--- config.mk ---
export PLATFORM = sky130hd
export DESIGN_NAME = mvn_norm
export DESIGN_NICKNAME = d
export VERILOG_FILES = /design/src/hw/rtl/mesh_vertex_normal_engine_defines.svh /design/src/hw/rtl/mvn_pkg.sv /design/src/hw/rtl/mvn_norm.sv
export SDC_FILE = /design/constraint.sdc
export NUM_CORES = 2
export LEC_CHECK = 0
export CAP_MARGIN = 15
export CORE_UTILIZATION = 55
export CTS_BUF_LIST = sky130_fd_sc_hd__clkbuf_4 sky130_fd_sc_hd__clkbuf_8
export DETAILED_ROUTE_END_ITERATION = 10
export DONT_BUFFER_PORTS = 1
export GPL_TIMING_DRIVEN = 0
export PLACE_DENSITY = 0.8
export SLEW_MARGIN = 20
export SYNTH_ARGS = -nofsm -noshare
export SYNTH_HDL_FRONTEND = slang
export SYNTH_SLANG_ARGS = --single-unit
--- constraint.sdc ---
create_clock -name clk -period 40.2 [get_ports clk]
set_clock_uncertainty 0.05 [all_clocks]
set_input_delay 0 -clock clk [delete_from_list [all_inputs] [get_ports clk]]
set_output_delay 0 -clock clk [all_outputs]
set_load 0.05 [all_outputs]
--- src/hw/rtl/mesh_vertex_normal_engine_defines.svh ---
// ----------------------------------------------------------------------------
// Mesh vertex normal engine assertion macros
// Concurrent check wrappers, compiled out when SYNTH is defined.
// ----------------------------------------------------------------------------
`ifndef MESH_VERTEX_NORMAL_ENGINE_DEFINES_SVH
`define MESH_VERTEX_NORMAL_ENGINE_DEFINES_SVH
`ifndef SYNTH
// same-cycle implication on clk, disabled in reset
`define MVN_ASSERT_IMPL(lbl, ante, cons, msg) \
  lbl: assert property (@(posedge clk) disable iff (rst) (ante) |-> (cons)) else $error(msg);
// next-cycle implication on clk, disabled in reset
`define MVN_ASSERT_NEXT(lbl, ante, cons, msg) \
  lbl: assert property (@(posedge clk) disable iff (rst) (ante) |=> (cons)) else $error(msg);
`else
`define MVN_ASSERT_IMPL(lbl, ante, cons, msg)
`define MVN_ASSERT_NEXT(lbl, ante, cons, msg)
`endif
`endif

--- src/hw/rtl/mvn_pkg.sv ---
// ----------------------------------------------------------------------------
// Mesh vertex normal engine package
// Shared defaults, command codes, sum limit and the normalizer status type.
// ----------------------------------------------------------------------------
package mvn_pkg;

  localparam int DEF_MAX_VERTICES = 4096;
  localparam int DEF_MAX_FACES    = 4096;
  localparam int DEF_COORD_WIDTH  = 24;

  localparam int IDX_W    = 12;
  localparam int CNT_W    = 13;
  localparam int NRM_W    = 16;
  localparam int SUM_W    = 64;
  localparam int OUT_BITS = 74;
  localparam int OUT_W    = 80;

  localparam logic [1:0] CMD_WRITE_VERTEX = 2'd0;
  localparam logic [1:0] CMD_WRITE_FACE   = 2'd1;
  localparam logic [1:0] CMD_QUERY        = 2'd2;

  localparam logic signed [SUM_W-1:0] SUM_LIMIT = 64'sd1 <<< 62;

  typedef struct packed {
    logic busy;
    logic done;
  } norm_stat_t;

endpackage

--- src/hw/rtl/mvn_norm.sv ---
// ----------------------------------------------------------------------------
// Mesh vertex normal normalizer
// Scales a summed vector to unit length in Q1.15 with a shared multiplier,
// a bit-serial square root and a restoring divider, and negates it.
// ----------------------------------------------------------------------------
module mvn_norm (
  input  logic                                    clk,
  input  logic                                    rst,
  input  logic                                    start,
  input  logic signed [mvn_pkg::SUM_W-1:0]        sum_x,
  input  logic signed [mvn_pkg::SUM_W-1:0]        sum_y,
  input  logic signed [mvn_pkg::SUM_W-1:0]        sum_z,
  output logic        [mvn_pkg::NRM_W-1:0]        nx,
  output logic        [mvn_pkg::NRM_W-1:0]        ny,
  output logic        [mvn_pkg::NRM_W-1:0]        nz,
  output mvn_pkg::norm_stat_t                     stat
);

  localparam logic [2:0] N_IDLE  = 3'd0;
  localparam logic [2:0] N_SHIFT = 3'd1;
  localparam logic [2:0] N_SQ    = 3'd2;
  localparam logic [2:0] N_SQRT  = 3'd3;
  localparam logic [2:0] N_LOAD  = 3'd4;
  localparam logic [2:0] N_DIV   = 3'd5;

  logic [2:0]  state;
  logic [62:0] mag [3];
  logic [2:0]  neg;
  logic [1:0]  k;
  logic [5:0]  cnt;
  logic [59:0] prod;
  logic [63:0] sq;
  logic [63:0] rn;
  logic [63:0] rr;
  logic [63:0] rbit;
  logic [31:0] len;
  logic [45:0] num;
  logic [32:0] rem;
  logic        done;

  logic [63:0] rt;
  logic [32:0] rem_sh;
  logic [15:0] qv;
  logic [62:0] ax, ay, az;

  // magnitudes of the incoming sum
  assign ax = sum_x[63] ? 63'(-sum_x) : sum_x[62:0];
  assign ay = sum_y[63] ? 63'(-sum_y) : sum_y[62:0];
  assign az = sum_z[63] ? 63'(-sum_z) : sum_z[62:0];

  assign rt     = rr + rbit;
  assign rem_sh = {rem[31:0], num[45]};

  // saturate and negate the finished quotient
  always_comb begin
    if (neg[k]) begin
      qv = (num > 46'd32767) ? 16'h7FFF : num[15:0];
    end else begin
      qv = (num > 46'd32768) ? 16'h8000 : 16'(~num[15:0] + 16'd1);
    end
  end

  // sequence shift, squares, root and three divisions
  always_ff @(posedge clk) begin
    if (rst) begin
      state <= N_IDLE;
      done  <= 1'b0;
      k     <= '0;
      cnt   <= '0;
    end else begin
      done <= 1'b0;
      case (state)
        N_IDLE: begin
          if (start) begin
            mag[0] <= ax;
            mag[1] <= ay;
            mag[2] <= az;
            neg    <= {sum_z[63], sum_y[63], sum_x[63]};
            if ((ax | ay | az) == '0) begin
              nx   <= '0;
              ny   <= '0;
              nz   <= '0;
              done <= 1'b1;
            end else begin
              state <= N_SHIFT;
            end
          end
        end
        N_SHIFT: begin
          if ((mag[0][62:30] | mag[1][62:30] | mag[2][62:30]) != '0) begin
            mag[0] <= mag[0] >> 1;
            mag[1] <= mag[1] >> 1;
            mag[2] <= mag[2] >> 1;
          end else begin
            state <= N_SQ;
            cnt   <= '0;
            sq    <= '0;
          end
        end
        N_SQ: begin
          if (cnt < 6'd3) begin
            prod <= mag[cnt[1:0]][29:0] * mag[cnt[1:0]][29:0];
          end
          if (cnt != 6'd0) begin
            sq <= sq + 64'(prod);
          end
          if (cnt == 6'd3) begin
            state <= N_SQRT;
            cnt   <= '0;
            rn    <= sq + 64'(prod);
            rr    <= '0;
            rbit  <= 64'd1 << 62;
          end else begin
            cnt <= cnt + 6'd1;
          end
        end
        N_SQRT: begin
          if (rn >= rt) begin
            rn <= rn - rt;
            rr <= (rr >> 1) + rbit;
          end else begin
            rr <= rr >> 1;
          end
          rbit <= rbit >> 2;
          if (cnt == 6'd31) begin
            state <= N_LOAD;
            k     <= '0;
          end else begin
            cnt <= cnt + 6'd1;
          end
        end
        N_LOAD: begin
          if (k == 2'd0) begin
            len <= (rr == '0) ? 32'd1 : rr[31:0];
            num <= {1'b0, mag[0][29:0], 15'd0} + 46'(((rr == '0) ? 32'd1 : rr[31:0]) >> 1);
          end else begin
            num <= {1'b0, mag[k][29:0], 15'd0} + 46'(len >> 1);
          end
          rem   <= '0;
          cnt   <= '0;
          state <= N_DIV;
        end
        N_DIV: begin
          if (cnt == 6'd46) begin
            case (k)
              2'd0:    nx <= qv;
              2'd1:    ny <= qv;
              default: nz <= qv;
            endcase
            if (k == 2'd2) begin
              state <= N_IDLE;
              done  <= 1'b1;
            end else begin
              k     <= k + 2'd1;
              state <= N_LOAD;
            end
          end else begin
            if (rem_sh >= {1'b0, len}) begin
              rem <= rem_sh - {1'b0, len};
              num <= {num[44:0], 1'b1};
            end else begin
              rem <= rem_sh;
              num <= {num[44:0], 1'b0};
            end
            cnt <= cnt + 6'd1;
          end
        end
        default: state <= N_IDLE;
      endcase
    end
  end

  assign stat.busy = (state != N_IDLE);
  assign stat.done = done;

endmodule

==> results.py <==
metrics = {
    "status": {
        "status": "completed",
    },
    "cells_and_area": {
        "drive_above_1_share": 0.0411,
        "fin_nets": 10100,
        "fillCellCount": 11100,
        "final_cells": 10500,
        "syn2layout_area_growth_pct": 11.3,
    },
    "hold_path": {
        "min_path_cells": 6,
        "hold_path.startpoint": "sum_z[36]",
        "min_to": "mag[2][51]",
        "hp-class": "in -> reg",
    },
    "global_route": {
        "grt_use_met1": 0.481,
        "busiest_layer": "met2",
        "grt_pass1_vias": 65100,
        "grt_util_all_layers": 0.375,
        "use_met3": 0.0965,
        "overflow": 0,
        "grt_max_degree": 58,
        "grt_first_pass_wirelength_mm": 386,
        "grt_antenna_before_repair": 19,
        "gr-usage-met2": 0.568,
    },
    "clock_tree": {
        "cts_resized": 0,
        "cts_root_buf": "clkbuf_8",
        "cts_tree": "done",
        "clock_latency_ns": 0.87,
        "clockBufferDepth": 3,
        "path_clk_slew_ns": 0.07,
        "htree_levels": 3,
        "clock-sinks": 649,
        "numCtsBuffers": 110,
    },
    "floorplan": {
        "core_sq_um": 132000,
        "die_area_sq_um": 135000,
        "initial_utilization": 0.557,
        "row_count": 133,
        "io-pin-count": 245,
        "die_h_microns": 367,
        "die_x_microns": 367,
    },
    "place": {
        "dp.cells": 9966,
        "place_ws_ns": 28.61,
        "hpwl_mm": 203,
        "routabilityCongestion": 1.04,
        "portBuffers": 0,
    },
    "logic_synthesis": {
        "yosysSeqAreaShare": 0.263,
        "syn_area_sq_um": 73500,
        "async_reset_ff_frac": 0,
        "syn_nets": 9575,
        "synth_area_leaders": "edfxtp_1, fa_1, ha_1",
        "synth_fa_ha_area_frac": 0.280,
        "yosys.area.top_type": "edfxtp_1",
        "synthMuxAreaShare": 0.0216,
        "synth_top_family_by_area": "adder cells",
        "post-synth-top-count-cell": "inv_1",
        "synth_xor_xnor_area_share": 0.0655,
        "synth-simple-area-share": 0.157,
        "netlist.area_leader.share": 0.259,
        "yosysWarnings": 0,
        "ys_dominant_reg_cell": "edfxtp_1",
        "netlist_instances": 8160,
        "syn_avg_cell_area_sq_um": 9.00,
        "synth_compound_area_frac": 0.138,
        "ys_top_cells_by_count": "inv_1, nor2_1, nand2_1, fa_1, edfxtp_1",
        "synth_edf_count": 633,
        "synth_seq_cells": 649,
        "ys_types": 89,
    },
    "setup_path": {
        "max_stage_delay_ns": 0.84,
        "regToRegSetupSlack_ns": 28.47,
        "critPathKind": "reg -> reg",
        "path_max_fanout": 10,
        "cp-end-kind": "register",
        "arrival_ns": 12.39,
        "start_kind": "register",
        "crit_path_top_delay_cell": "o21ai_1",
        "r2r_cells": 32,
        "worst_path_most_repeated_cell": "fa_1",
        "r2r_end": "prod[58]",
        "cp.required_ns": 40.86,
    },
    "detailed_routing": {
        "vias": 65800,
        "drc_errors": 0,
        "drt_first_pass_iters": 10,
        "drtAntennaViolNets": 0,
        "detail_route.wirelength_mm": 257,
        "vias_per_cell": 6.26,
        "post_drt_wl_per_cell_microns": 24.5,
        "drtIter0Drc": 7931,
    },
    "run": {
        "maxCapViolCount": 0,
    },
    "sta": {
        "rsz0062_at_grt": "no",
        "max_slew_margin": 0.173,
        "tightest_slew_ns": 1.24,
        "slew_viol_final": 0,
        "worst_slack_ns": 28.47,
        "maxClockFrequency_mhz": 85.2,
        "final_hold_viol_count": 0,
        "min_period_over_period": 0.292,
        "tns_ns": 0,
        "post-route-min-period_ns": 11.73,
        "setup_viol": 0,
    },
}
[logic make-up (layout without fill, tap and decap cells)]
logic type,Yosys count,in the layout
AOI/OAI and AO/OA,1643,1643
xor gates and xnor gates,549,549
adders and majority gates,1220,1220
buffers and inverters,1464,2033
DFF,649,649
muxes,155,155
other,0,16
and+or+nand+nor,2480,2480
[registers in the layout, summed over array words and instances, names as in the netlist, 3 cells and up, named ones only]
register and count:
sq 64, rbit 32, rr 64, prod 59, rn 64, nx 16, nz 16, cnt 6
neg 3, rem 32, mag 189, num 46, ny 16, len 32, state 3
[per-stage QoR]
stage,hold WS (ns),instance area [sq um],util
after floorplan,0.0489,73500,-
after global placement,0.0496,75700,0.573
after detailed placement,0.0496,76200,0.578
after CTS,0.00240,81700,0.619
after global routing,0.0515,81700,0.619
final,0.0608,81800,0.620
[metal layers]
metal,wire [microns],up-vias
met3,30900,963
met5,112,-
li1,-,28900
met4,18000,16
met1,96000,31600
met2,112000,4262
[critical path: cells and delay by family (launching register included)]
kind | cells | cell delay [ns]
simple gates | 5 | 1.65
flops | 1 | 0.31
buf+inv | 10 | 2.09
mux | 1 | 0.19
fa+ha+maj | 9 | 4.41
compound gates | 7 | 2.87
[final cells by class]
| cell class | count | area (sq um) | share of cell area |
|---|---|---|---|
| antenna | 16 | 40.0 | 0.000490 |
| buffer | 410 | 1560 | 0.0191 |
| clock buffer | 144 | 1800 | 0.0220 |
| clock inverter | 53 | 438 | 0.00536 |
| inverter | 1054 | 3960 | 0.0484 |
| multi-input combinational | 6047 | 48700 | 0.596 |
| sequential | 649 | 19300 | 0.236 |
| tap | 1755 | 2200 | 0.0269 |
| timing repair buffer | 372 | 3710 | 0.0454 |
[layout by cell type, fill, tap and decap left out, drive strengths merged, types with 54 or more instances in the layout]
cell type	count
xor2	337
nand3	108
a211oi	58
o31ai	69
nor3	111
a21oi	531
nand2	717
mux2i	126
buf	94
xnor2	212
a31oi	84
ha	516
and2	60
nor2b	54
nor4	104
nand4	109
or3	77
a21o	130
o21a	57
inv	1051
nor2	881
o21ai	412
fa	704
edfxtp	633
dlygate4sd3	319
clkbuf	513
[how the worst max path moves through the flow]
stage	startpoint	endpoint	slack [ns]
4_1_cts	register	prod[58]	28.54
3_5_place_dp	register	prod[58]	28.61
6_report	register	prod[58]	28.47
3_3_place_gp	state[1]	rn[20]	16.56
2_1_floorplan	state[1]	rn[0]	23.60
5_1_grt	register	prod[58]	28.05
[repair_timing]
action | CTS | global route
hold endpoints to repair | 250 | 0
buffers inserted | 0 | 0
endpoints found under the setup margin | 0 | 0
hold buffers | 319 | 0
Power is left out: the tool's default activity adds up to more than one toggle a clock period on the data nets, which glitch-free logic cannot reach.
